<file path="src/sv/nvs_pkg.sv">
// ----------------------------------------------------------------------------
// nvs_pkg
// Shared constants, codes and controller/datapath interface types for the
// nearest-value search block.
// ----------------------------------------------------------------------------
package nvs_pkg;

  localparam int TABLE_DEPTH = 1024;
  localparam int IDX_W       = $clog2(TABLE_DEPTH);
  localparam int CNT_W       = $clog2(TABLE_DEPTH) + 1;
  localparam int DATA_W      = 32;
  localparam int DIST_W      = DATA_W + 1;
  localparam int COUNT_W     = 11;
  localparam int LIDX_W      = 10;
  localparam int OUT_W       = 10;
  localparam int PADDR_W     = 3;
  localparam int PDATA_W     = 32;

  // register index (byte address / 4)
  localparam logic [PADDR_W-3:0] REG_ELEMENT_COUNT = '0;

  localparam logic [COUNT_W-1:0] COUNT_RESET = COUNT_W'(1);

  localparam logic OP_LOAD  = 1'b0;
  localparam logic OP_QUERY = 1'b1;

  // table read address select
  localparam logic [1:0] RD_I   = 2'd0;
  localparam logic [1:0] RD_MID = 2'd1;
  localparam logic [1:0] RD_LO  = 2'd2;
  localparam logic [1:0] RD_HI  = 2'd3;

  // result select
  localparam logic [1:0] RES_MID = 2'd0;
  localparam logic [1:0] RES_LO  = 2'd1;
  localparam logic [1:0] RES_HI  = 2'd2;

  typedef struct packed {
    logic       wr;
    logic       cap;
    logic       rd_en;
    logic [1:0] rd_sel;
    logic       i_dbl;
    logic       setup;
    logic       lo_mid;
    logic       hi_mid;
    logic       dlo_cap;
    logic       dhi_cap;
    logic       res_en;
    logic [1:0] res_sel;
    logic       push;
  } nvs_cmd_t;

  typedef struct packed {
    logic i_lt_n;
    logic probe_le;
    logic hi_gt_lo1;
    logic hi_le_lo;
    logic mid_eq;
    logic mid_lt;
    logic dlo_le_dhi;
    logic out_free;
  } nvs_sts_t;

endpackage

</file>
<file path="src/sv/nvs_regs.sv">
// ----------------------------------------------------------------------------
// nvs_regs
// APB-style register file holding the element count.
// ----------------------------------------------------------------------------
module nvs_regs (
  input  logic                         clk,
  input  logic                         rst_n,
  input  logic                         psel,
  input  logic                         penable,
  input  logic                         pwrite,
  input  logic [nvs_pkg::PADDR_W-1:0]  paddr,
  input  logic [nvs_pkg::PDATA_W-1:0]  pwdata,
  output logic [nvs_pkg::PDATA_W-1:0]  prdata,
  output logic                         pready,
  output logic [nvs_pkg::COUNT_W-1:0]  count
);
  import nvs_pkg::*;

  logic [COUNT_W-1:0] count_r;
  logic [COUNT_W-1:0] count_nxt;
  logic               sel_count;

  assign sel_count = (paddr[PADDR_W-1:2] == REG_ELEMENT_COUNT);
  assign pready    = 1'b1;

  always_comb begin
    count_nxt = count_r;
    if (psel && penable && pwrite && pready && sel_count) begin
      count_nxt = pwdata[COUNT_W-1:0];
    end
  end

  always_ff @(posedge clk) begin
    if (!rst_n) begin
      count_r <= COUNT_RESET;
    end else begin
      count_r <= count_nxt;
    end
  end

  assign prdata = sel_count ? PDATA_W'(count_r) : '0;
  assign count  = count_r;

endmodule

</file>
<file path="config.mk">
export PLATFORM = sky130hd
export DESIGN_NAME = nvs_regs
export DESIGN_NICKNAME = d
export VERILOG_FILES = /design/src/sv/nvs_pkg.sv /design/src/sv/nvs_regs.sv
export SDC_FILE = /design/constraint.sdc
export NUM_CORES = 1
export LEC_CHECK = 0
export BUFFER_PORTS_ARGS = -buffer_cell sky130_fd_sc_hd__buf_2
export CAP_MARGIN = 20
export CORE_ASPECT_RATIO = 0.9
export CORE_MARGIN = 4
export CORE_UTILIZATION = 29
export CTS_CLUSTER_DIAMETER = 150
export DETAILED_ROUTE_END_ITERATION = 7
export HOLD_SLACK_MARGIN = 0.1
export PLACE_DENSITY = 0.75
export SLEW_MARGIN = 20
export SYNTH_ARGS = -nofsm -noshare
export SYNTH_HDL_FRONTEND = slang
export SYNTH_SLANG_ARGS = --single-unit
</file>
<file path="constraint.sdc">
create_clock -name clk -period 0.8 [get_ports clk]
set_input_delay 0.04 -clock clk [delete_from_list [all_inputs] [get_ports clk]]
set_output_delay 0.04 -clock clk [all_outputs]
set_load 0.05 [all_outputs]
</file>
After elaboration in Yosys (flattened, before gate mapping):

Index checks and enable logic that the tools add are counted.
W data, S select, Z words.

* output and inout port bits: 44
* bits in registers: 11
* input bits: 40

* muxes and demuxes: 1
* reductions and logical operators: 3
* bitwise logic cells: 1

Operators by type and width (number)
* $mux W11: 1
* $logic_and A1 B1 Y1: 3
* $not A1 Y1: 1

Longest topological paths before layout:

* word-level depth: 3
* depth in mapped cells: 3
* gate-level depth less buffers: 2

Worst setup path before layout:

No wires, ideal clock.

* kind: register to output
* start point: register count_r[0], in the netlist count[0]
* end point: output prdata[0] (netlist name)
* setup slack: -0.650 ns
* arrival: 1.410 ns
* cell stages (with the launch flop): 2
* cell sequence: dfxtp_1 -> nor2b_1

* longest elaborated chain between the ends: 1

RTL lines
* from (decl): RTL line nvs_regs.sv:19 `logic [COUNT_W-1:0] count_r;`
* from (signal assigned): RTL line nvs_regs.sv:37 `count_r <= count_nxt;`
* $mux W11: RTL line nvs_regs.sv:41 `assign prdata = sel_count ? PDATA_W'(count_r) : '0;`
* to (decl): RTL line nvs_regs.sv:13 `output logic [nvs_pkg::PDATA_W-1:0] prdata,`

No other way between the ends.

Worst setup path in the final report:

* start point: register count_r[8], in the netlist count[8]
* end point: output prdata[8] (netlist name)

Same word-level chain as after synthesis.

==> impl_metrics.csv <==
group,metric,value,unit
placement,dp_slack,-0.146,ns
floorplan,die_area,3300,um2
sta,fmax,1020,MHz
setup_path,required,0.76,ns
setup_path,crit_family,"flip-flops",
floorplan,ios,84,
sta,setup_viol,22,
clocking,cts_buffers,3,
grt,antenna_found_initial,0,
placement,dpl-instance-area,950,um2
grt,grt-ovfl-total,0,
sta,min_period_over_period,1.22,
setup_path,max_stage_delay,0.36,ns
routing,top_layer,"met4",
logic_synthesis,synth_top_cell_by_area,"dfxtp_1",
sta,grt_setup_unrepaired,"yes",
placement,dp_hpwl,1340,um
floorplan,die_x,60.1,um
setup_path,critPathKind,"reg2out",
clocking,clk_latency,0.28,ns
routing,dr_wl_met3,240,um
grt,grt_start_max_net_pins,21,
setup_path,r2r_setup_slack,0.03,ns
sta,tns,-2.54,ns
logic_synthesis,netlist_top_cells_count,"22 x buf_4, 20 x nand2_1, 12 x nor2b_1",
logic_synthesis,synth-seq-area-share,0.310,
worst_hold_path,hp-class,"in2reg",
layout,finalInstanceArea,1320,um2
setup_path,path_cells,"and2b_4 > buf_6",
logic_synthesis,syn_avg_cell_area,8.45,um2
worst_hold_path,whs_path_depth,3,
setup_path,path_depth,2,
floorplan,rows,16,
routing,dr_wl_met2,930,um
routing,drc_errors,0,
routing,viasPerCell,3.99,
logic_synthesis,synth_most_common_cell,"buf_4",
grt,grt_util_all_layers,0.119,
routing,post_drt_wl_per_cell,11.5,um
logic_synthesis,syn_area,709,um2
routing,met1_length,717,um
logic_synthesis,ys_ff_latch,11,
logic_synthesis,synth_area_leaders,"dfxtp_1 31%, buf_4 23%, mux2i_1 16%, nand2_1 11%, nor2b_1 11%",
setup_path,end_kind,"output pin",
logic_synthesis,ys.flop_type,"dfxtp_1",
clocking,cts_buffer_depth,2,
power,power.density,1140,nW/um2
layout,drive_gt1_frac,0.529,
sta,slew_violations,0,
job,drv_cap,0,
power,peakVddDrop,0.701,mV
clocking,path_clk_slew,0.07,ns
sta,worst_slack,-0.176,ns
logic_synthesis,yosysWarnings,0,
setup_path,path_max_fanout,3,
setup_path,cp_num_buf_inv,1,
sta,period_minus_slack,0.976,ns
clocking,clock-root-buffer,"clkbuf_4",
routing,vias,666,
grt,grt_pass1_wl,2840,um
setup_path,slowest_stage,"dfxtp_4",
setup_path,cp.arrival,0.94,ns
routing,ant_nets,0,
outcome,violations,"negative setup slack",
routing,drtIter0Drc,4,
clocking,htree_levels,1,
floorplan,start_util,0.314,
floorplan,core_area,2260,um2
power,leakagePower,0.587,nW
grt,grt_pass1_vias,607,
sta,fin_skew,0,ns
logic_synthesis,synth_top_area_frac,0.310,
setup_path,reg2reg_depth,4,
placement,portBuffers,38,
layout,n_antenna_cell,0,
layout,num-nets-final,181,
placement,place.gp.congestion,0.641,
layout,area_growth,85.5,%
logic_synthesis,synthArstFlopShare,0,
routing,drtPass1Iterations,4,
sta,hold_ws,0.104,ns
routing,finalWirelength,1920,um
logic_synthesis,yosys.cell_types.count,10,
logic_synthesis,synth-edff-count,0,
clocking,cts_tree,"yes",
sta,final_hold_viol_count,0,
logic_synthesis,syn_inst,84,
outcome,status,"complete, but fails checks",
setup_path,start_kind,"flip-flop",
layout,largest_reg_flops,11,
floorplan,die_y,54.9,um
clocking,cts_sinks,11,
[area by class of cell]
type / count / area, um2
Clock buffer: 4 / 26.3
Fill cell: 188 / 946
Multi-Input combinational cell: 67 / 444
Sequential cell: 11 / 262
Tap cell: 27 / 33.8
Timing Repair Buffer: 58 / 551
[final timing paths]
kind | start | to
hold reg to reg | count[2]$_SDFFE_PN0P_ | count[2]$_SDFFE_PN0P_
setup / recovery | count[8]$_SDFFE_PN0P_ | prdata[8]
hold / removal | rst_n | count[0]$_SDFFE_PN1P_
setup reg to reg | count[10]$_SDFFE_PN0P_ | count[10]$_SDFFE_PN0P_
[cells in the final DEF, fill, tap and decap left out]
cell and count:
nand2_2 1, dlygate4sd3_1 11, and4b_4 1, mux2i_1 11
clkbuf_1 1, dfxtp_4 11, conb_1 22, buf_6 14
buf_4 7, buf_2 16, buf_8 10, nand2_1 19
and2b_4 1, clkbuf_4 3, nor2b_4 10, nor2b_1 2
[per-layer routing]
| layer | GRT usage | vias up |
|---|---|---|
| met5 | 0 | - |
| met4 | 0.0664 | 0 |
| met3 | 0.0418 | 3 |
| met2 | 0.210 | 42 |
| met1 | 0.123 | 293 |
| li1 | - | 328 |
[tightest hold or removal path, stage by stage]
cell and delay, ns:
buf_2 0.10, nor2b_1 0.14, mux2i_1 0.07
[timing repair]
item	CTS	global route
resized for setup	41	17
buffers inserted	3	3
cloned	0	0
hold buffers	11	0
endpoints found under the setup margin	22	23
hold endpoints to repair	11	0
[power breakdown]
group	leakage [nW]	internal, mW	total, mW	switching [mW]
clock	0.0150	0.194	0.397	0.203
combinational	0.476	0.164	0.559	0.394
sequential	0.0968	0.531	0.542	0.0111
[metrics by stage]
stage                     power [mW]   util  cells
after global placement          1.01  0.420    146
after CTS                       1.48  0.546    164
after floorplan                 1.03      -    104
after global routing            1.56  0.582    167
after detailed placement        1.02  0.420    146
final                           1.50  0.582    167
[cell families after synthesis]
group,count (synthesis),synth area share
multiplexers,11,0.155
AND/OR/NAND/NOR,34,0.242
other,2,0.0106
flip-flops,11,0.310
buffers and inverters,26,0.282
Note: power is estimated with default switching activity, not from simulation.
