$ cat src/sv/nvs_pkg.sv
// ----------------------------------------------------------------------------
// nvs_pkg
// Shared constants, codes and controller/datapath interface types for the
// nearest-value search block.
// ----------------------------------------------------------------------------
package nvs_pkg;

  localparam int TABLE_DEPTH = 1024;
  localparam int IDX_W       = $clog2(TABLE_DEPTH);
  localparam int CNT_W       = $clog2(TABLE_DEPTH) + 1;
  localparam int DATA_W      = 32;
  localparam int DIST_W      = DATA_W + 1;
  localparam int COUNT_W     = 11;
  localparam int LIDX_W      = 10;
  localparam int OUT_W       = 10;
  localparam int PADDR_W     = 3;
  localparam int PDATA_W     = 32;

  // register index (byte address / 4)
  localparam logic [PADDR_W-3:0] REG_ELEMENT_COUNT = '0;

  localparam logic [COUNT_W-1:0] COUNT_RESET = COUNT_W'(1);

  localparam logic OP_LOAD  = 1'b0;
  localparam logic OP_QUERY = 1'b1;

  // table read address select
  localparam logic [1:0] RD_I   = 2'd0;
  localparam logic [1:0] RD_MID = 2'd1;
  localparam logic [1:0] RD_LO  = 2'd2;
  localparam logic [1:0] RD_HI  = 2'd3;

  // result select
  localparam logic [1:0] RES_MID = 2'd0;
  localparam logic [1:0] RES_LO  = 2'd1;
  localparam logic [1:0] RES_HI  = 2'd2;

  typedef struct packed {
    logic       wr;
    logic       cap;
    logic       rd_en;
    logic [1:0] rd_sel;
    logic       i_dbl;
    logic       setup;
    logic       lo_mid;
    logic       hi_mid;
    logic       dlo_cap;
    logic       dhi_cap;
    logic       res_en;
    logic [1:0] res_sel;
    logic       push;
  } nvs_cmd_t;

  typedef struct packed {
    logic i_lt_n;
    logic probe_le;
    logic hi_gt_lo1;
    logic hi_le_lo;
    logic mid_eq;
    logic mid_lt;
    logic dlo_le_dhi;
    logic out_free;
  } nvs_sts_t;

endpackage

$ cat src/sv/nvs_ctrl.sv
// ----------------------------------------------------------------------------
// nvs_ctrl
// Search sequencer: doubling probe, bisection, final distance pick.
// ----------------------------------------------------------------------------
module nvs_ctrl (
  input  logic              clk,
  input  logic              rst_n,
  input  logic              in_valid,
  output logic              in_stall,
  input  logic              in_operation,
  input  nvs_pkg::nvs_sts_t sts,
  output nvs_pkg::nvs_cmd_t cmd
);
  import nvs_pkg::*;

  localparam logic [3:0] S_IDLE = 4'd0;
  localparam logic [3:0] S_PCHK = 4'd1;
  localparam logic [3:0] S_PCMP = 4'd2;
  localparam logic [3:0] S_BCHK = 4'd3;
  localparam logic [3:0] S_BCMP = 4'd4;
  localparam logic [3:0] S_FLO  = 4'd5;
  localparam logic [3:0] S_FHI  = 4'd6;
  localparam logic [3:0] S_FCMP = 4'd7;
  localparam logic [3:0] S_DONE = 4'd8;

  logic [3:0] state_r;
  logic [3:0] state_nxt;
  logic       accept;

  assign in_stall = (state_r != S_IDLE);
  assign accept   = in_valid && !in_stall;

  always_comb begin
    state_nxt = state_r;
    cmd       = '0;
    case (state_r)
      S_IDLE: begin
        if (accept && in_operation == OP_LOAD) begin
          cmd.wr = 1'b1;
        end else if (accept && in_operation == OP_QUERY) begin
          cmd.cap   = 1'b1;
          state_nxt = S_PCHK;
        end
      end
      S_PCHK: begin
        if (sts.i_lt_n) begin
          cmd.rd_en  = 1'b1;
          cmd.rd_sel = RD_I;
          state_nxt  = S_PCMP;
        end else begin
          cmd.setup = 1'b1;
          state_nxt = S_BCHK;
        end
      end
      S_PCMP: begin
        if (sts.probe_le) begin
          cmd.i_dbl = 1'b1;
          state_nxt = S_PCHK;
        end else begin
          cmd.setup = 1'b1;
          state_nxt = S_BCHK;
        end
      end
      S_BCHK: begin
        if (sts.hi_gt_lo1) begin
          cmd.rd_en  = 1'b1;
          cmd.rd_sel = RD_MID;
          state_nxt  = S_BCMP;
        end else if (sts.hi_le_lo) begin
          cmd.res_en  = 1'b1;
          cmd.res_sel = RES_LO;
          state_nxt   = S_DONE;
        end else begin
          cmd.rd_en  = 1'b1;
          cmd.rd_sel = RD_LO;
          state_nxt  = S_FLO;
        end
      end
      S_BCMP: begin
        if (sts.mid_eq) begin
          cmd.res_en  = 1'b1;
          cmd.res_sel = RES_MID;
          state_nxt   = S_DONE;
        end else if (sts.mid_lt) begin
          cmd.lo_mid = 1'b1;
          state_nxt  = S_BCHK;
        end else begin
          cmd.hi_mid = 1'b1;
          state_nxt  = S_BCHK;
        end
      end
      S_FLO: begin
        cmd.dlo_cap = 1'b1;
        cmd.rd_en   = 1'b1;
        cmd.rd_sel  = RD_HI;
        state_nxt   = S_FHI;
      end
      S_FHI: begin
        cmd.dhi_cap = 1'b1;
        state_nxt   = S_FCMP;
      end
      S_FCMP: begin
        // tie goes to the lower index
        cmd.res_en  = 1'b1;
        cmd.res_sel = sts.dlo_le_dhi ? RES_LO : RES_HI;
        state_nxt   = S_DONE;
      end
      S_DONE: begin
        if (sts.out_free) begin
          cmd.push  = 1'b1;
          state_nxt = S_IDLE;
        end
      end
      default: begin
        state_nxt = S_IDLE;
      end
    endcase
  end

  always_ff @(posedge clk) begin
    if (!rst_n) begin
      state_r <= S_IDLE;
    end else begin
      state_r <= state_nxt;
    end
  end

`ifndef NO_ASSERTIONS
  a_query_starts_probe: assert property (@(posedge clk) disable iff (!rst_n)
    (accept && in_operation == OP_QUERY) |=> (state_r == S_PCHK))
    else $error("query accept did not start the probe phase");

  a_push_needs_room: assert property (@(posedge clk) disable iff (!rst_n)
    cmd.push |-> sts.out_free)
    else $error("result pushed into a full output register");

  a_done_holds: assert property (@(posedge clk) disable iff (!rst_n)
    (state_r == S_DONE && !sts.out_free) |=> (state_r == S_DONE))
    else $error("result dropped while output stalled");

  a_mid_read_compared: assert property (@(posedge clk) disable iff (!rst_n)
    (cmd.rd_en && cmd.rd_sel == RD_MID) |=> (state_r == S_BCMP))
    else $error("bisection read not followed by compare");

  a_write_only_idle: assert property (@(posedge clk) disable iff (!rst_n)
    cmd.wr |-> (state_r == S_IDLE && !cmd.rd_en))
    else $error("table write outside idle");
`endif

endmodule

$ cat config.mk
export PLATFORM = sky130hd
export DESIGN_NAME = nvs_ctrl
export DESIGN_NICKNAME = d
export VERILOG_FILES = /design/src/sv/nvs_pkg.sv /design/src/sv/nvs_ctrl.sv
export SDC_FILE = /design/constraint.sdc
export NUM_CORES = 1
export LEC_CHECK = 0
export ABC_AREA = 1
export BUFFER_PORTS_ARGS = -buffer_cell sky130_fd_sc_hd__buf_2
export CELL_PAD_IN_SITES_DETAIL_PLACEMENT = 0
export CELL_PAD_IN_SITES_GLOBAL_PLACEMENT = 1
export CORE_ASPECT_RATIO = 1.1
export CORE_MARGIN = 3
export CORE_UTILIZATION = 25
export DETAILED_ROUTE_END_ITERATION = 7
export PLACE_DENSITY_LB_ADDON = 0.1
export SETUP_SLACK_MARGIN = 0.05
export SYNTH_ARGS = -nofsm -noshare
export SYNTH_HDL_FRONTEND = slang
export SYNTH_SLANG_ARGS = --single-unit
$ cat constraint.sdc
create_clock -name clk -period 2.6 [get_ports clk]
set_clock_uncertainty 0.2 [all_clocks]
set_input_delay 0.26 -clock clk [delete_from_list [all_inputs] [get_ports clk]]
set_output_delay 0.26 -clock clk [all_outputs]
set_load 0.005 [all_outputs]
After elaboration in Yosys (flattened, before gate mapping). Index checks and enable logic that the tools add are counted.

Input port bits: 12. Output and inout bits: 16. Logic and storage cells: 55. Bits in registers: 4.

Reductions and logical operators: 7. Bitwise logic cells: 1. Eq/ne operators: 11. Muxes and demuxes: 35.

Operator list (count): $pmux 4 s9 (1); $mux 4 (6); $mux 3 (6); $pmux 3 s3 (2); $eq 4x3->1 const B (4); $mux 1 (14); $mux 2 (5); $eq 4x2->1 const B (2); $ne 2x2->1 const B (3); $eq 4x1->1 const B (1); $eq 4x4->1 const B (1); $logic_not 4->1 (1); $reduce_bool 4->1 (1); $logic_and 1x1->1 (3); $reduce_and 3->1 (1); $pmux 1 s2 (1); $logic_not 1->1 (1); $not 1->1 (1).

Depth between registers and ports, before layout. Gate-level depths: netlist of the first run.

Depth after elaboration: 7. Mapped depth: 7. Mapped depth without buffers: 7.

Least setup slack after synthesis of the first run. OpenSTA, ideal clock, no wires.

Path type: flip-flop to output port. Start point: reg state_r[3]. End point: out cmd[13] in the netlist's numbering. Data required time: 2140 ps. Path slack: 1302 ps. Stages on the path, launching flop included: 4. Buffers on the path: 0. Arrival time: 838 ps. Path through: dfxtp_1 nor2_2 nand2_2 nor3b_1.

RTL lines: start: declaration (line nvs_ctrl.sv:26) `logic [3:0] state_r;`; start signal: assignment (line nvs_ctrl.sv:124) `state_r <= state_nxt;`; end: declaration (line nvs_ctrl.sv:12) `output nvs_pkg::nvs_cmd_t cmd`.

==> results.sh, run 1 <==
export IMPL_hpwl_um=994
export IMPL_fin_nets=115
export IMPL_initial_utilization_pct=27.9
export IMPL_yosys_area_share_simple_pct=60.0
export IMPL_viasPerCell=4.39
export IMPL_largest_register="state_r"
export IMPL_area_growth_pct=44.4
export IMPL_grt_overflow_total=0
export IMPL_wl_per_cell_um=9.97
export IMPL_drv_cap=0
export IMPL_endpoint="cmd[8]"
export IMPL_synth_warnings=0
export IMPL_drc_errors=0
export IMPL_clk_pin_slew_worst_paths_ps=40
export IMPL_power_internal_mw=0.162
export IMPL_coreArea_um2=1440
export IMPL_combPwrFrac_pct=40.1
export IMPL_grt_pass1_vias=420
export IMPL_layout_drive_gt1_share_pct=42.6
export IMPL_cts_resized=0
export IMPL_antenna_found_initial=0
export IMPL_clock_latency_ps=240
export IMPL_dieHeight_um=48.0
export IMPL_period_share_pct=66.1
export IMPL_finalSetupViolCount=0
export IMPL_grt_max_degree=6
export IMPL_ir_drop_v=0.000223
export IMPL_layout_min_cycle_time_ps=1720
export IMPL_cts_sinks=4
export IMPL_nFillCells=172
export IMPL_top_regs="state_r: 4 flops"
export IMPL_synth_compound_area_share_pct=6.88
export IMPL_clock_power_share_pct=30.1
export IMPL_synthAdderAreaFrac_pct=0
export IMPL_synth_mux_area_share_pct=0
export IMPL_fmax_mhz=582
export IMPL_power_mw=0.257
export IMPL_syn_nets=83
export IMPL_seqPwrFrac_pct=29.8
export IMPL_reg2reg_slack_ps=1260
export IMPL_largest_reg_flops=4
export IMPL_switchingPower_mw=0.0944
export IMPL_cts_tree="done"
export IMPL_n_antenna_cell=0
export IMPL_reg2reg_depth=6
export IMPL_root_buffer="clkbuf_4"
export IMPL_crit_type="reg2out"
export IMPL_fp_dieW_um=44.2
export IMPL_grt_pass1_wl_um=1810
export IMPL_synth_top_family_by_area="simple AND/OR/NAND/NOR gates"
export IMPL_cts_buffers_inserted=3
export IMPL_arrival_ps=1260
export IMPL_post_cts_buffers=0
export IMPL_min_path_type="in2reg"
export IMPL_maxSlewHeadroom_pct=83.8
export IMPL_drt_total_wl_um=1170
export IMPL_rows=14
export IMPL_path_max_fanout=5
export IMPL_drt_iter0_drc=10
export IMPL_cp_slowest_cell="dfxtp_1"
export IMPL_finalHoldViolCount=0
export IMPL_grt_usage_pct=11.9
export IMPL_vias=514
export IMPL_outcome="finished, final reports clean"
export IMPL_cp_start_kind="flip-flop"
export IMPL_hold_buffers=0
export IMPL_critPathMaxStageDelay_ps=350
export IMPL_synth_seq_cells=4
export IMPL_avgSynthCellArea_um2=5.64
export IMPL_gp_congestion=0.846
export IMPL_synthCells=71
export IMPL_port_buffers=27
export IMPL_io_pin_count=28
export IMPL_ys_seq_area_share_pct=20.0
export IMPL_r2r_start="state_r[1]"
export IMPL_worst_pin_slew_ps=242
export IMPL_r2r_end="state_r[0]"
export IMPL_p_leak_nw=0.374
export IMPL_firstDrtPassIters=4
export IMPL_drtAntennaViolNets=0
export IMPL_finalSetupTns_ps=0
export IMPL_endpoint_kind="primary output"
export IMPL_p_sw_share_pct=36.8
export IMPL_cts_path_max_buffers=2
export IMPL_syn_area_um2=400
export IMPL_rsz0062_at_grt="no"
export IMPL_synth_xor_area_share_pct=0
export IMPL_p_per_area_nw_per_um2=444
export IMPL_synth_distinct_cells=16
export IMPL_report_final_slew_viol_count=0
export IMPL_htreeDepth=1
export IMPL_path_cells="nor2_2 > nand3_1 > o21ai_0 > buf_2"
export IMPL_cp_required_ps=2140
export IMPL_timing_critical_path_from="state_r[3]"
export IMPL_fp_dieArea_um2=2120
per-stage QoR:
stage | util [%] | worst slack [ps] | std cells | hold WS [ps] | cell area [um^2]
after floorplan | - | 1300 | 71 | 231 | 400
after global placement | 38.7 | 1120 | 114 | 352 | 556
after detailed placement | 38.7 | 1110 | 114 | 350 | 556
after CTS | 40.2 | 858 | 117 | 104 | 578
after global routing | 40.2 | 757 | 117 | 125 | 578
final | 40.2 | 883 | 117 | 103 | 578
cell usage after synthesis, drive strengths merged:
cell type | count | area share [%]
a21oi | 3 | 3.7
dfxtp | 4 | 20
inv | 14 | 13
nand2 | 15 | 16
nand3 | 10 | 15
nand4 | 1 | 1.6
nor2 | 20 | 24
nor3 | 1 | 1.2
nor3b | 1 | 1.9
o211ai | 1 | 1.9
o21ai | 1 | 1.2
placed cells by master (no fill, tap or decap), types with 2 or more instances in the layout:
master    Yosys  layout
nand2_1      12      12
nor2_2        6       6
a21oi_1       3       3
clkbuf_4      0       3
dfxtp_1       4       4
inv_1        13      13
nand2_2       3       3
nand3_1       8       8
nand3_2       2       2
nor2_1       13      13
buf_2         0      27
final cells by class:
cell class,instances,area [um^2],share of cell area (%)
Clock buffer,3,22.5,3.90
Inverter,14,52.6,9.09
Multi-Input combinational cell,53,268,46.3
Sequential cell,4,80.1,13.9
Tap cell,16,20.0,3.46
Timing Repair Buffer,27,135,23.4
power groups by stage:
stage,Combinational [mW],Clock (mW),Sequential (mW)
5_1_grt,0.119,0.0883,0.0784
3_5_place_dp,0.104,0,0.0777
6_report,0.103,0.0773,0.0764
4_1_cts,0.105,0.0811,0.0766
2_1_floorplan,0.0659,0,0.0765
3_3_place_gp,0.105,0,0.0774
routing by layer:
layer  global-route usage (%)  vias to the layer above  routed length, um
li1                         -                      282                  -
met1                     14.5                      213                499
met2                     19.5                       17                562
met3                     2.26                        2                 83
met4                     7.23                        0                 19
met5                        0                        -                  0
worst min path at each step:
stage	start	cells after the start	to
floorplan	rst_n	2	state_r[3]
global placement	rst_n	3	state_r[3]
detailed placement	rst_n	3	state_r[3]
CTS	rst_n	3	state_r[3]
global route	rst_n	3	state_r[3]
finish	rst_n	3	state_r[3]
cells by family (layout without fill, tap and decap cells):
| logic type | count (synthesis) | in the layout |
|---|---|---|
| simple gates | 48 | 48 |
| compound gates | 5 | 5 |
| buf+inv | 14 | 44 |
| flops | 4 | 4 |
critical path, delay by kind of cell, from the launching register on:
family,cells,cell delay (ps)
buffers and inverters,1,130
DFF,1,350
and+or+nand+nor,2,380
AOI/OAI and AO/OA,1,160
Power figures use the tool's default switching activity.
==> run 2, diff against run 1 <==
Settings changed: ABC_AREA 1 to 0, CORE_UTILIZATION 25 to 23.
Clock period 2.6 ns to 1.4 ns, I/O delays scaled along.
==> results.sh, run 2 <==
export IMPL_outcome="complete, but fails checks"
export IMPL_violations="setup timing"
export IMPL_fin_ws_ps=-365
export IMPL_layout_cells_most_common="buf_2"
export IMPL_reg2reg_slack_ps=-110
export IMPL_globalRouteMet3Util_pct=1.03
export IMPL_place_ws_ps=-118
export IMPL_syn_nets=80
export IMPL_root_buffer="clkbuf_4"
export IMPL_largest_register="state_r"
export IMPL_power_mw=0.505
export IMPL_fp_dieW_um=48.3
export IMPL_fin_cells=143
export IMPL_reg2reg_depth=7
export IMPL_synth_xor_area_share_pct=1.94
export IMPL_clk_pin_slew_worst_paths_ps=40
export IMPL_cts_tree="done"
export IMPL_gp_congestion=0.729
export IMPL_synth_warnings=0
export IMPL_yosys_area_share_simple_pct=51.0
export IMPL_cts_sinks=4
export IMPL_drt_total_wl_um=1650
export IMPL_synth_most_common_cell="nand2_1"
export IMPL_grt_usage_pct=14.3
export IMPL_htreeDepth=1
export IMPL_busiest_layer="met2"
export IMPL_clock_latency_ps=240
export IMPL_ys_seq_area_share_pct=17.7
export IMPL_async_flop_share_pct=0
export IMPL_yosys_top_cells_area="dfxtp_1 18%, nand2b_1 8.3%, nand2_1 5.8%, inv_1 5.0%, nor2_1 5.0%"
export IMPL_rsz0062_at_grt="yes"
export IMPL_grt_pass1_vias=635
export IMPL_cp_start_kind="flip-flop"
export IMPL_synth_top_area_share_pct=17.7
export IMPL_r2r_end="state_r[2]"
export IMPL_fp_dieArea_um2=2530
export IMPL_p_leak_nw=0.476
export IMPL_worst_pin_slew_ps=301
export IMPL_synth_compound_area_share_pct=17.5
export IMPL_drtAntennaViolNets=0
export IMPL_path_max_fanout=6
export IMPL_largest_reg_flops=4
export IMPL_hold_slack_ps=18.9
export IMPL_drt_iter0_drc=7
export IMPL_dieHeight_um=52.5
export IMPL_synth_seq_cells=4
export IMPL_grt_met2_usage_pct=23.7
export IMPL_layout_common_cells="26 x buf_2, 12 x buf_4, 7 x buf_6"
export IMPL_whs_endpoint="state_r[0]"
export IMPL_rows=16
export IMPL_grt_max_degree=9
export IMPL_top_regs="state_r: 4 flops"
export IMPL_coreArea_um2=1820
export IMPL_timing_critical_path_from="state_r[2]"
export IMPL_synth_top_area_cell="dfxtp_1"
export IMPL_grt_pass1_wl_um=2550
export IMPL_use_met1_pct=17.3
export IMPL_r2r_start="state_r[1]"
export IMPL_dp_cells=132
export IMPL_n_antenna_cell=0
export IMPL_synth_mux_area_share_pct=0
export IMPL_initial_utilization_pct=24.8
export IMPL_endpoint_kind="primary output"
export IMPL_fin_nets=130
export IMPL_area_growth_pct=116
export IMPL_vias=655
export IMPL_synth_distinct_cells=31
export IMPL_report_final_slew_viol_count=0
export IMPL_syn_area_um2=452
export IMPL_synth_top_family_by_area="simple AND/OR/NAND/NOR gates"
export IMPL_layout_min_cycle_time_ps=1770
export IMPL_layout_drive_gt1_share_pct=67.2
export IMPL_ys_flop_type="dfxtp_1"
export IMPL_drv_cap=0
export IMPL_arrival_ps=1430
export IMPL_maxSlewHeadroom_pct=80.0
export IMPL_grt_overflow_total=0
export IMPL_cts_buffers_inserted=3
export IMPL_viasPerCell=4.58
export IMPL_io_pin_count=28
export IMPL_wl_per_cell_um=11.5
export IMPL_cts_path_max_buffers=2
export IMPL_hpwl_um=1200
export IMPL_holdPathStages=3
export IMPL_avgSynthCellArea_um2=6.64
export IMPL_crit_type="reg2out"
export IMPL_finalHoldViolCount=0
export IMPL_synth_edff_count=0
export IMPL_fmax_mhz=566
export IMPL_synthCells=68
export IMPL_period_share_pct=126
export IMPL_cp_required_ps=1060
export IMPL_synthAdderAreaFrac_pct=0
export IMPL_port_buffers=27
export IMPL_min_path_type="in2reg"
export IMPL_finalSetupViolCount=17
export IMPL_drc_errors=0
export IMPL_hp_start="sts[4]"
export IMPL_antenna_found_initial=0
export IMPL_firstDrtPassIters=4
export IMPL_finalSetupTns_ps=-3360
export IMPL_p_per_area_nw_per_um2=518
export IMPL_ir_drop_v=0.000231
export IMPL_synth_common_cells="7 x nand2_1, 6 x inv_1, 6 x nand2b_1, 6 x nor2_1"
==> run 2: changes by cell type after synthesis, moves of 5 or more <==
cell	change
nand2_1	-5
nand2b_1	+6
nand3_1	-7
inv_1	-7
nor2_1	-7
nor2_2	-6
==> run 2: area by class of cell <==
class,instances,area [um^2]
timing repair buffer,49,354
tap,27,33.8
multi-input combinational,53,442
clock buffer,3,22.5
fill,185,848
sequential,4,92.6
inverter,7,28.8
==> run 2: power breakdown <==
part           switching (mW)  internal, mW
registers             0.00838         0.118
logic                   0.103         0.128
clock network          0.0507        0.0961
total                   0.162         0.342
==> run 2: worst max path at each step <==
| stage | end | slack [ps] | cells past startpoint |
|---|---|---|---|
| 6_report | cmd[11] | -370 | 4 |
| 5_1_grt | cmd[11] | -420 | 4 |
| 4_1_cts | cmd[11] | -360 | 4 |
| 3_5_place_dp | cmd[11] | -120 | 4 |
| 3_3_place_gp | cmd[13] | -140 | 5 |
| 2_1_floorplan | cmd[11] | -100 | 4 |
==> run 2: cell families (layout without fill, tap and decap cells) <==
| kind of cell | count (synthesis) | in the layout |
|---|---|---|
| simple gates | 40 | 40 |
| xor+xnor | 1 | 1 |
| compound gates | 12 | 12 |
| flops | 4 | 4 |
| buf+inv | 11 | 59 |
==> run 2: repair_timing <==
action                                  CTS  global route
pin swaps                                 6             8
setup buffers                             3             3
hold endpoints to repair                  2             0
gates resized for setup                  27            17
cloned                                    0             0
endpoints found under the setup margin   19            20
hold buffers                              2             0
==> run 2: through the flow <==
step,util (%),area (um^2)
3_5_place_dp,38.5,702
5_1_grt,53.4,973
2_1_floorplan,-,455
6_report,53.4,973
3_3_place_gp,38.5,702
4_1_cts,48.1,877
==> run 2: worst max-delay path: stages, from the launching register on <==
cell and delay, ps:
dfxtp_4 360, nand2b_1 160, or4_4 430, a21oi_2 120
buf_2 110
==> run 2: routing by layer <==
| layer | share of wire (%) | wire (um) | vias up |
|---|---|---|---|
| li1 | - | - | 336 |
| met1 | 41 | 673 | 298 |
| met2 | 53 | 868 | 19 |
| met3 | 5.2 | 86 | 2 |
| met4 | 1.0 | 17 | 0 |
| met5 | 0 | 0 | - |
